## src/rtl/llsm_pkg.sv

```systemverilog
// shared constants, command and status codes, and controller/datapath structs
package llsm_pkg;

	// defaults for the top-level parameters
	localparam int SLOTS_DEF      = 256;
	localparam int DATA_WIDTH_DEF = 32;

	// fixed beat field widths
	localparam int CMD_W    = 3;
	localparam int VALUE_W  = 32;
	localparam int POS_W    = 8;
	localparam int SLOT_W   = 8;
	localparam int COUNT_W  = 8;
	localparam int STATUS_W = 2;
	localparam int OP_W     = 4;

	// command codes
	localparam logic [CMD_W-1:0] CMD_PUSH_BACK    = 3'd0;
	localparam logic [CMD_W-1:0] CMD_PUSH_FRONT   = 3'd1;
	localparam logic [CMD_W-1:0] CMD_INSERT_AFTER = 3'd2;
	localparam logic [CMD_W-1:0] CMD_POP_FRONT    = 3'd3;
	localparam logic [CMD_W-1:0] CMD_DELETE_AFTER = 3'd4;
	localparam logic [CMD_W-1:0] CMD_POP_BACK     = 3'd5;
	localparam logic [CMD_W-1:0] CMD_READ         = 3'd6;
	localparam logic [CMD_W-1:0] CMD_INIT         = 3'd7;

	// result status codes
	localparam logic [STATUS_W-1:0] ST_OK    = 2'd0;
	localparam logic [STATUS_W-1:0] ST_FULL  = 2'd1;
	localparam logic [STATUS_W-1:0] ST_EMPTY = 2'd2;
	localparam logic [STATUS_W-1:0] ST_BAD   = 2'd3;

	// datapath operations issued by the controller
	localparam logic [OP_W-1:0] OP_NONE        = 4'd0;
	localparam logic [OP_W-1:0] OP_LOAD        = 4'd1;
	localparam logic [OP_W-1:0] OP_RD_POS      = 4'd2;
	localparam logic [OP_W-1:0] OP_RD_FREE     = 4'd3;
	localparam logic [OP_W-1:0] OP_RD_HEAD     = 4'd4;
	localparam logic [OP_W-1:0] OP_RD_DEL      = 4'd5;
	localparam logic [OP_W-1:0] OP_ALLOC_BACK  = 4'd6;
	localparam logic [OP_W-1:0] OP_ALLOC_FRONT = 4'd7;
	localparam logic [OP_W-1:0] OP_ALLOC_AFTER = 4'd8;
	localparam logic [OP_W-1:0] OP_LINK_TAIL   = 4'd9;
	localparam logic [OP_W-1:0] OP_LINK_POS    = 4'd10;
	localparam logic [OP_W-1:0] OP_POP_FRONT   = 4'd11;
	localparam logic [OP_W-1:0] OP_UNLINK      = 4'd12;
	localparam logic [OP_W-1:0] OP_FREE_PTR    = 4'd13;
	localparam logic [OP_W-1:0] OP_WALK        = 4'd14;

	// controller to datapath
	typedef struct packed {
		logic [OP_W-1:0]     op;
		logic                fin;
		logic [STATUS_W-1:0] fin_status;
	} llsm_ctl_t;

	// datapath to controller
	typedef struct packed {
		logic [CMD_W-1:0] cmd;
		logic             pos_ok;
		logic             used;
		logic             link_zero;
		logic             link_is_tail;
		logic             free_zero;
		logic             head_zero;
		logic             walk_last;
		logic             out_stall;
	} llsm_sts_t;

endpackage

```

## src/rtl/llsm_ctrl.sv

```systemverilog
// command sequencer: decodes each command beat and steps the datapath
module llsm_ctrl (
	input  logic                clk,
	input  logic                arst_n,
	input  logic                req_valid,
	output logic                req_ready,
	input  llsm_pkg::llsm_sts_t sts,
	output llsm_pkg::llsm_ctl_t ctl
);

	localparam logic [3:0] S_BOOT      = 4'd0;
	localparam logic [3:0] S_IDLE      = 4'd1;
	localparam logic [3:0] S_DECODE    = 4'd2;
	localparam logic [3:0] S_PB_AL     = 4'd3;
	localparam logic [3:0] S_LINK_TAIL = 4'd4;
	localparam logic [3:0] S_PF_AL     = 4'd5;
	localparam logic [3:0] S_IA_CHK    = 4'd6;
	localparam logic [3:0] S_IA_AL     = 4'd7;
	localparam logic [3:0] S_IA_LN     = 4'd8;
	localparam logic [3:0] S_PO_FR     = 4'd9;
	localparam logic [3:0] S_DA_CHK    = 4'd10;
	localparam logic [3:0] S_DA_UN     = 4'd11;
	localparam logic [3:0] S_DA_FR     = 4'd12;
	localparam logic [3:0] S_RD_CHK    = 4'd13;
	localparam logic [3:0] S_WALK      = 4'd14;
	localparam logic [3:0] S_DONE      = 4'd15;

	logic [3:0]                    state_q;
	logic [3:0]                    state_d;
	logic [llsm_pkg::STATUS_W-1:0] res_q;
	logic [llsm_pkg::STATUS_W-1:0] res_d;

	// next state and datapath operation
	always_comb begin
		state_d        = state_q;
		res_d          = res_q;
		req_ready      = 1'b0;
		ctl.op         = llsm_pkg::OP_NONE;
		ctl.fin        = 1'b0;
		ctl.fin_status = res_q;
		unique case (state_q)
			S_BOOT: begin
				ctl.op = llsm_pkg::OP_WALK;
				if (sts.walk_last) begin
					state_d = S_IDLE;
				end
			end
			S_IDLE: begin
				req_ready = 1'b1;
				if (req_valid) begin
					ctl.op  = llsm_pkg::OP_LOAD;
					res_d   = llsm_pkg::ST_OK;
					state_d = S_DECODE;
				end
			end
			S_DECODE: begin
				unique case (sts.cmd)
					llsm_pkg::CMD_PUSH_BACK, llsm_pkg::CMD_PUSH_FRONT: begin
						if (sts.free_zero) begin
							res_d   = llsm_pkg::ST_FULL;
							state_d = S_DONE;
						end else begin
							ctl.op  = llsm_pkg::OP_RD_FREE;
							state_d = (sts.cmd == llsm_pkg::CMD_PUSH_BACK) ? S_PB_AL : S_PF_AL;
						end
					end
					llsm_pkg::CMD_INSERT_AFTER, llsm_pkg::CMD_DELETE_AFTER,
					llsm_pkg::CMD_POP_BACK, llsm_pkg::CMD_READ: begin
						if (!sts.pos_ok) begin
							res_d   = llsm_pkg::ST_BAD;
							state_d = S_DONE;
						end else begin
							ctl.op = llsm_pkg::OP_RD_POS;
							if (sts.cmd == llsm_pkg::CMD_INSERT_AFTER) begin
								state_d = S_IA_CHK;
							end else if (sts.cmd == llsm_pkg::CMD_READ) begin
								state_d = S_RD_CHK;
							end else begin
								state_d = S_DA_CHK;
							end
						end
					end
					llsm_pkg::CMD_POP_FRONT: begin
						if (sts.head_zero) begin
							res_d   = llsm_pkg::ST_EMPTY;
							state_d = S_DONE;
						end else begin
							ctl.op  = llsm_pkg::OP_RD_HEAD;
							state_d = S_PO_FR;
						end
					end
					llsm_pkg::CMD_INIT: begin
						state_d = S_WALK;
					end
					default: begin
						state_d = S_DONE;
					end
				endcase
			end
			S_PB_AL: begin
				ctl.op  = llsm_pkg::OP_ALLOC_BACK;
				state_d = sts.head_zero ? S_DONE : S_LINK_TAIL;
			end
			S_LINK_TAIL: begin
				ctl.op  = llsm_pkg::OP_LINK_TAIL;
				state_d = S_DONE;
			end
			S_PF_AL: begin
				ctl.op  = llsm_pkg::OP_ALLOC_FRONT;
				state_d = S_DONE;
			end
			S_IA_CHK: begin
				priority if (!sts.used) begin
					res_d   = llsm_pkg::ST_BAD;
					state_d = S_DONE;
				end else if (sts.free_zero) begin
					res_d   = llsm_pkg::ST_FULL;
					state_d = S_DONE;
				end else begin
					ctl.op  = llsm_pkg::OP_RD_FREE;
					state_d = S_IA_AL;
				end
			end
			S_IA_AL: begin
				ctl.op  = llsm_pkg::OP_ALLOC_AFTER;
				state_d = S_IA_LN;
			end
			S_IA_LN: begin
				ctl.op  = llsm_pkg::OP_LINK_POS;
				state_d = S_DONE;
			end
			S_PO_FR: begin
				ctl.op  = llsm_pkg::OP_POP_FRONT;
				state_d = S_DONE;
			end
			S_DA_CHK: begin
				priority if (!sts.used) begin
					res_d   = llsm_pkg::ST_BAD;
					state_d = S_DONE;
				end else if (sts.link_zero) begin
					res_d   = llsm_pkg::ST_EMPTY;
					state_d = S_DONE;
				end else if (sts.cmd == llsm_pkg::CMD_POP_BACK && !sts.link_is_tail) begin
					res_d   = llsm_pkg::ST_BAD;
					state_d = S_DONE;
				end else begin
					ctl.op  = llsm_pkg::OP_RD_DEL;
					state_d = S_DA_UN;
				end
			end
			S_DA_UN: begin
				ctl.op  = llsm_pkg::OP_UNLINK;
				state_d = S_DA_FR;
			end
			S_DA_FR: begin
				ctl.op  = llsm_pkg::OP_FREE_PTR;
				state_d = S_DONE;
			end
			S_RD_CHK: begin
				if (!sts.used) begin
					res_d = llsm_pkg::ST_BAD;
				end
				state_d = S_DONE;
			end
			S_WALK: begin
				ctl.op = llsm_pkg::OP_WALK;
				if (sts.walk_last) begin
					state_d = S_DONE;
				end
			end
			S_DONE: begin
				if (!sts.out_stall) begin
					ctl.fin = 1'b1;
					state_d = S_IDLE;
				end
			end
			default: begin
				state_d = S_IDLE;
			end
		endcase
	end

	// state and result status registers
	always_ff @(posedge clk or negedge arst_n) begin
		if (!arst_n) begin
			state_q <= S_BOOT;
			res_q   <= llsm_pkg::ST_OK;
		end else begin
			state_q <= state_d;
			res_q   <= res_d;
		end
	end

	a_fin_not_stalled: assert property (@(posedge clk) disable iff (!arst_n)
		ctl.fin |-> !sts.out_stall)
		else $error("result beat overwritten while still pending");

	a_boot_quiet: assert property (@(posedge clk) disable iff (!arst_n)
		state_q == S_BOOT |-> !req_ready && !ctl.fin)
		else $error("activity during the clearing pass");

	a_done_to_idle: assert property (@(posedge clk) disable iff (!arst_n)
		(state_q == S_DONE && !sts.out_stall) |=> state_q == S_IDLE)
		else $error("sequencer did not return to idle after finishing");

endmodule

```

## config.mk

```make
export PLATFORM = sky130hd
export DESIGN_NAME = llsm_ctrl
export DESIGN_NICKNAME = d
export VERILOG_FILES = /design/src/rtl/llsm_pkg.sv /design/src/rtl/llsm_ctrl.sv
export SDC_FILE = /design/constraint.sdc
export NUM_CORES = 1
export LEC_CHECK = 0
export BUFFER_PORTS_ARGS = -buffer_cell sky130_fd_sc_hd__buf_2
export CORE_UTILIZATION = 40
export CTS_BUF_LIST = sky130_fd_sc_hd__clkbuf_8
export DETAILED_ROUTE_END_ITERATION = 10
export MAX_ROUTING_LAYER = met4
export SLEW_MARGIN = 25
export SYNTH_ARGS = -nofsm -noshare
export SYNTH_HDL_FRONTEND = slang
export SYNTH_SLANG_ARGS = --single-unit
```

## constraint.sdc

```tcl
create_clock -name clk -period 4.5 [get_ports clk]
set_clock_uncertainty 0.05 [all_clocks]
set_input_delay 0.45 -clock clk [delete_from_list [all_inputs] [get_ports clk]]
set_output_delay 0.45 -clock clk [all_outputs]
set_load 0.01 [all_outputs]
```

==> summary.txt, run 1 <==
Outcome
  – Run status: finished clean

Min path
  – Startpoint of the lowest-slack hold path: res_q[1]
  – Worst hold path stage count: 1
  – Hold path endpoint: res_q[1]
  – Tightest Hold Check Type: reg -> reg

Clock network
  – Insertion delay of the later-clocked pin in the worst-skew pair: 0.22 ns
  – Clock root cell: sky130_fd_sc_hd__clkbuf_8
  – Clock Sink Count: 6
  – Clock slew seen by the registers of the worst setup and hold paths: ~0.040 ns
  – TritonCTS Buffers: 3
  – Maximum buffer depth of the clock tree: 2
  – TritonCTS clock tree: yes
  – # H-tree levels: 1
  – Post-cts hold buffer count: 1
  – Number of post-CTS setup repair buffers: 0
  – Number of gates resized after CTS: 0

Cells and area
  – Sequential cell area: 150.1 um^2
  – Most used cells in the layout excluding fill and tap cells: sky130_fd_sc_hd__buf_2, sky130_fd_sc_hd__nand2_1, sky130_fd_sc_hd__a21oi_1, sky130_fd_sc_hd__o21ai_0, sky130_fd_sc_hd__nor2_1
  – Layout fillers: 209
  – Final net count: approximately 160
  – Area occupied by multi-input gates: 683.2 um^2
  – Syn-to-layout area delta: 14.46%
  – Antenna fix cells: 0
  – Most common cell after layout, fill and taps aside: sky130_fd_sc_hd__buf_2
  – Post-layout instance area: about 1000 um^2
  – Share of cells above drive strength 1: 22.60%
  – Count of non-filler cells in the finished layout: ~170
  – Share of the core filled with cells in the final layout: approximately half

Worst setup path
  – R2R depth: 5
  – Slowest cell on crit path: sky130_fd_sc_hd__dfrtp_1
  – Buffer and inverter count on the worst path: 1
  – Critical register-to-register path startpoint: state_q[3]
  – Required time reported for the critical path endpoint: roughly 4.0 ns
  – Kind of critical path: reg -> out
  – Critical Path Source Type: flop
  – Worst-case register-to-register setup slack: 2.36 ns
  – CP Data Arrival Time: 2.02 ns
  – Worst flop-to-flop path endpoint: res_q[1]
  – Top delay family on crit path: flip-flops
  – Critical path endpoint category: output port
  – Max FO, Critical Path: 22
  – Critical-path cell list: nand2b_1 -> a2111oi_0 -> a31oi_1 -> o21ai_0 -> buf_2
  – Delay of the slowest cell on the worst path: between 0.7 and 0.8 ns

Yosys
  – #FFs+latches synth: 6
  – Leading cell types by total area after synthesis: sky130_fd_sc_hd__dfrtp_1, sky130_fd_sc_hd__nand2_1, sky130_fd_sc_hd__a21oi_1
  – Post-synth EDFFs: 0
  – Seq/Total Area, Yosys: between 10% and 20%
  – Fraction of registers with async set or reset after synthesis: between 90% and 100%
  – Library cells used by synthesis: 44
  – Cell taking the most area after synthesis: sky130_fd_sc_hd__dfrtp_1
  – Syn nets: about 150
  – Average cell area after synthesis: 6.948 um^2
  – Total standard cell area after synthesis: around 900 um^2
  – Count of yosys warnings during synthesis: 0
  – Dominant synthesized flop cell: sky130_fd_sc_hd__dfrtp_1
  – Gate Count Post-Synth: 132
  – Area share of the largest cell type after synthesis: approximately 16%

Floorplan
  – FP Rows: 16
  – Number of ports placed on the die boundary: 22
  – Width of the die: approximately 50 um
  – Area of the core: 2062 um^2
  – Area enclosed by the die boundary: ~2500 um^2
  – Vertical die dimension: between 40 and 50 um
  – Starting density of the core: 44.48%

Timing
  – Number of pins with negative max-slew slack in the final report: 0
  – Crit share post-route: between 50% and 60%
  – Worst hold-check slack: 0.4768 ns
  – Setup repair after global routing missed its margin: no
  – Least-Margin Pin Slew: around 0.7 ns
  – Sum Neg Setup Slack: 0 ns
  – Final count of negative-setup-slack endpoints: 0
  – Headroom to the max-slew limit: a little over half
  – Minimum setup slack in the final design: 1.979 ns
  – Fin. Hold Viols: 0
  – Period minus WS final: approximately 2.5 ns
  – Maximum operating frequency: a little under 400 MHz

Pwr
  – Worst-case vdd ir drop: approximately 0.39 mV
  – Part of the power in combinational logic: between 60 and 70%
  – Cell Int Power: approximately 330 uW
  – Flop pwr share: between 20% and 30%
  – Proportion of total power due to net switching: 51.91%
  – P per Cell Area: ~650 nW/um^2
  – Post-layout total power: between 600 and 700 uW
  – Power share of the clock group: roughly 12%
  – Leak pwr: approximately 0.46 nW
  – NetSw: 353.7 uW

Placed design
  – Number of I/O port buffers: 21
  – Dpl cell area: ~1000 um^2
  – Placer Congestion: about 0.9
  – Detailed Place HPWL: 1917 um
  – Pre-CTS worst setup slack: roughly 2.2 ns
  – Post-Place Cells: ~170

GRT
  – First-pass GRT wire length: 4284 um
  – Initial antenna violation count: 0
  – Busiest layer in global routing: met2
  – Total global routing track utilization: roughly 23%
  – GR Layer Usage met2: between 30% and 40%
  – Remaining Overflow, GRT: 0
  – Number of global-route vias before repair: 927
  – GRT met3 Usage: a little under 5%
  – Maximum number of pins on one net before global-route repair: 23
  – GR met1 Demand/Resource: 31.91%

Routing
  – Drt pass-1 iters: 4
  – Number of vias in the routed layout: between 1000 and 1500
  – Wire length after detailed routing: ~2600 um
  – Routed length per placed instance: between 10 and 15 um
  – DRC Markers: 0
  – Vias/cell: about 6.1
  – Violation count after the first detailed-routing iteration: 26
  – Antenna violation net count after detailed routing: 0

Run
  – Number of max-capacitance violations reported: 0
## worst max path at each step
| stage | from | end | slack (ns) | cells past startpoint |
|---|---|---|---|---|
| floorplan | sts[9] | ctl[3] | 2.53 | 5 |
| finish | state_q[1] | ctl[3] | 1.98 | 5 |
| global route | state_q[1] | ctl[3] | 1.80 | 5 |
| CTS | state_q[1] | ctl[3] | 2.03 | 5 |
| detailed placement | sts[9] | ctl[5] | 2.19 | 7 |
| global placement | sts[9] | ctl[5] | 2.21 | 7 |
## power groups by stage
| stage | combinational, mW | clock, mW | sequential [mW] |
|---|---|---|---|
| after detailed placement | 0.426 | 0 | 0.171 |
| after global routing | 0.478 | 0.0849 | 0.183 |
| final | 0.429 | 0.0782 | 0.174 |
| after global placement | 0.430 | 0 | 0.173 |
| after floorplan | 0.389 | 0 | 0.0999 |
| after CTS | 0.429 | 0.0810 | 0.170 |
## layout make-up
cell class                      count  area share (%)
Multi-Input combinational cell    108           65.08
Tap cell                           27           3.218
Inverter                            7           2.503
Sequential cell                     6           14.30
Clock buffer                        3           3.933
Timing Repair Buffer               22           10.97
## kinds of logic after synthesis
| logic type | count (synthesis) | synth area share [%] |
|---|---|---|
| multiplexers | 3 | 4.366 |
| AO/OA/AOI/OAI | 54 | 43.52 |
| flip-flops | 6 | 16.37 |
| AND/OR/NAND/NOR | 51 | 26.60 |
| buffers and inverters | 18 | 9.140 |
## registers in the layout, indices dropped and copies added, names as in the netlist
signal,cells
state_q,4
res_q,2
## layer usage
metal | part of all wire (%) | wire, um
met3 | 7.9 | 202
met4 | 0 | 0
met2 | 47 | 1194
met5 | 0 | 0
met1 | 45 | 1163
## cell usage after synthesis (2+ instances only)
| master | n |
|---|---|
| sky130_fd_sc_hd__nand2_1 | 17 |
| sky130_fd_sc_hd__dfrtp_1 | 6 |
| sky130_fd_sc_hd__nand2b_1 | 6 |
| sky130_fd_sc_hd__nor2_1 | 8 |
| sky130_fd_sc_hd__nand3_1 | 3 |
| sky130_fd_sc_hd__o21ai_0 | 10 |
| sky130_fd_sc_hd__o311ai_1 | 2 |
| sky130_fd_sc_hd__inv_1 | 6 |
| sky130_fd_sc_hd__nor2b_1 | 3 |
| sky130_fd_sc_hd__mux2_4 | 2 |
| sky130_fd_sc_hd__clkbuf_1 | 5 |
| sky130_fd_sc_hd__a31oi_1 | 4 |
| sky130_fd_sc_hd__buf_2 | 4 |
| sky130_fd_sc_hd__a22oi_1 | 2 |
| sky130_fd_sc_hd__o221ai_1 | 2 |
| sky130_fd_sc_hd__a21o_1 | 3 |
| sky130_fd_sc_hd__nor3_1 | 7 |
| sky130_fd_sc_hd__o22ai_1 | 4 |
| sky130_fd_sc_hd__a21oi_1 | 10 |
| sky130_fd_sc_hd__or3_1 | 3 |
| sky130_fd_sc_hd__o31ai_1 | 2 |
Note: power is estimated with default switching activity, not from simulation.
==> run 2: changes to the inputs <==
==> constraint.sdc (replaced) <==
create_clock -name clk -period 2.4 [get_ports clk]
set_clock_uncertainty 0.05 [all_clocks]
set_input_delay 0.24 -clock clk [delete_from_list [all_inputs] [get_ports clk]]
set_output_delay 0.24 -clock clk [all_outputs]
set_load 0.01 [all_outputs]
==> run 2 against run 1 <==
Critical endpoint unchanged. Die area unchanged. Register-to-register slack worse by 1.9 ns. First-iteration DRC count up 73%. Final cell count up 2.3%. Routed wire length up 7.2%. Combinational power up 120%. Hold slack worse by 0.16 ns. Utilization up 1.5 points. Cell area up 2.9%. Sequential power up 45%. Clock power up 88%.
==> summary.txt, run 2 (synthesis gave the netlist of run 1 again) <==
Routing
  – Number of vias in the routed layout: ~1100
  – Drt pass-1 iters: 4
  – DRC Markers: 0
  – Wire length after detailed routing: 2744 um
  – Violation count after the first detailed-routing iteration: 45
  – Antenna violation net count after detailed routing: 0
  – Vias/cell: roughly 6.2
  – Routed length per placed instance: approximately 16 um

GRT
  – Number of global-route vias before repair: roughly 940
  – GRT met3 Usage: 5.247%
  – Remaining Overflow, GRT: 0
  – Busiest layer in global routing: met2
  – GR met1 Demand/Resource: about a third
  – First-pass GRT wire length: 4402 um
  – Initial antenna violation count: 0
  – Total global routing track utilization: between 20% and 30%
  – GR Layer Usage met2: roughly 37%
  – Maximum number of pins on one net before global-route repair: 21

Pwr
  – Proportion of total power due to net switching: around half
  – Power share of the clock group: between 10% and 20%
  – Flop pwr share: between 10% and 20%
  – Part of the power in combinational logic: 70.3%
  – Worst-case vdd ir drop: approximately 0.63 mV
  – NetSw: slightly below 700 uW
  – P per Cell Area: ~1200 nW/um^2
  – Cell Int Power: around 660 uW
  – Post-layout total power: about 1.3 mW
  – Leak pwr: 0.4835 nW

Clock network
  – Maximum buffer depth of the clock tree: 2
  – Clock Sink Count: 6
  – Clock slew seen by the registers of the worst setup and hold paths: approximately 0.040 ns
  – Insertion delay of the later-clocked pin in the worst-skew pair: about 0.22 ns
  – TritonCTS clock tree: yes
  – TritonCTS Buffers: 3
  – Clock root cell: sky130_fd_sc_hd__clkbuf_8
  – # H-tree levels: 1

Floorplan
  – FP Rows: 16
  – Width of the die: about 50 um
  – Starting density of the core: around 44%
  – Number of ports placed on the die boundary: 22
  – Area of the core: between 2000 and 2500 um^2
  – Area enclosed by the die boundary: around 2500 um^2
  – Vertical die dimension: about 50 um

Worst setup path
  – Required time reported for the critical path endpoint: about 2.1 ns
  – Delay of the slowest cell on the worst path: approximately 0.50 ns
  – Critical-path cell list: or3_1 -> a2111oi_0 -> a31oi_1 -> o21ai_0 -> buf_2
  – Critical register-to-register path startpoint: state_q[3]
  – Worst-case register-to-register setup slack: around 0.46 ns
  – Critical Path Source Type: flop
  – Critical path endpoint category: output port
  – CP Data Arrival Time: approximately 1.9 ns
  – R2R depth: 5
  – Max FO, Critical Path: 12
  – Worst flop-to-flop path endpoint: res_q[1]
  – Slowest cell on crit path: sky130_fd_sc_hd__dfrtp_1
  – Kind of critical path: reg -> out

Cells and area
  – Leading registers by flop count: state_q: 4 flops, res_q: 2 flops
  – Syn-to-layout area delta: 17.74%
  – Share of cells above drive strength 1: roughly a quarter
  – Largest register FFs: 4
  – Most used cells in the layout excluding fill and tap cells: sky130_fd_sc_hd__buf_2, sky130_fd_sc_hd__nand2_1, sky130_fd_sc_hd__a21oi_1, sky130_fd_sc_hd__o21ai_0, sky130_fd_sc_hd__nor2_1
  – Top register by number of flip-flops: state_q
  – Most common cell after layout, fill and taps aside: sky130_fd_sc_hd__buf_2
  – Final net count: approximately 170
  – Antenna fix cells: 0

Timing
  – Fin. Hold Viols: 0
  – Minimum setup slack in the final design: ~0.22 ns
  – Least-Margin Pin Slew: 0.6341 ns
  – Maximum operating frequency: approximately 460 MHz
  – Sum Neg Setup Slack: 0 ns
  – Crit share post-route: between 90% and 100%
  – Final count of negative-setup-slack endpoints: 0
  – Number of pins with negative max-slew slack in the final report: 0
  – Period minus WS final: around 2.2 ns
  – Headroom to the max-slew limit: 57.73%
  – Setup repair after global routing missed its margin: no

Placed design
  – Pre-CTS worst setup slack: 0.4820 ns
  – Number of I/O port buffers: 21
  – Placer Congestion: 0.9009
  – Detailed Place HPWL: ~2100 um

Min path
  – Tightest Hold Check Type: in -> async

Outcome
  – Run status: finished clean

Run
  – Number of max-capacitance violations reported: 0
run 2: cell count changes in the layout (fill, tap and decap cells not counted), sizes merged:
cell,change
buf,+4
run 2: worst max-delay path by stage:
stage	from	to	slack (ns)
2_1_floorplan	state_q[2]	ctl[3]	0.76
3_3_place_gp	state_q[3]	state_q[3]	0.47
3_5_place_dp	state_q[3]	state_q[3]	0.48
4_1_cts	state_q[2]	ctl[3]	0.25
5_1_grt	state_q[2]	ctl[3]	0.08
6_report	state_q[2]	ctl[3]	0.22
run 2: power by group through the flow:
stage          logic (mW)  clock network (mW)  registers (mW)
2_1_floorplan       0.729                   0           0.187
3_3_place_gp        0.937                   0           0.251
3_5_place_dp        0.934                   0           0.252
4_1_cts             0.939               0.154           0.251
5_1_grt              1.03               0.163           0.265
6_report            0.944               0.147           0.252
run 2: final cells by class:
type,instances,area (um^2)
fill,212,982.2
multi-input combinational,108,683.2
sequential,6,150.1
timing repair buffer,26,145.1
clock buffer,3,41.29
tap,27,33.78
inverter,7,26.28
run 2: layer usage:
metal	share of wire [%]	up-vias
met1	45	513
met2	46	48
met4	0.62	0
li1	-	533
met3	7.4	2
met5	0	-
run 2: critical path: cells and delay by family, from the launching register on:
family	cells	cell delay [ns]
buffers and inverters	1	0.17
flip-flops	1	0.50
AND/OR/NAND/NOR	1	0.41
AO/OA/AOI/OAI	3	0.58
run 2: through the flow:
stage	cell area (um^2)	hold slack [ns]	util (%)	std cells
after floorplan	917.1	-0.1056	-	132
after global placement	1028	0.01593	49.88	173
after CTS	1080	0.3119	52.37	177
after detailed placement	1028	0.02063	49.88	173
after global routing	1080	0.3246	52.37	177
final	1080	0.3158	52.37	177
run 2: what timing repair did:
item	in CTS	in global routing
buffers inserted	0	0
gates resized for setup	0	0
hold buffers	1	0
endpoints found under the hold margin	6	0
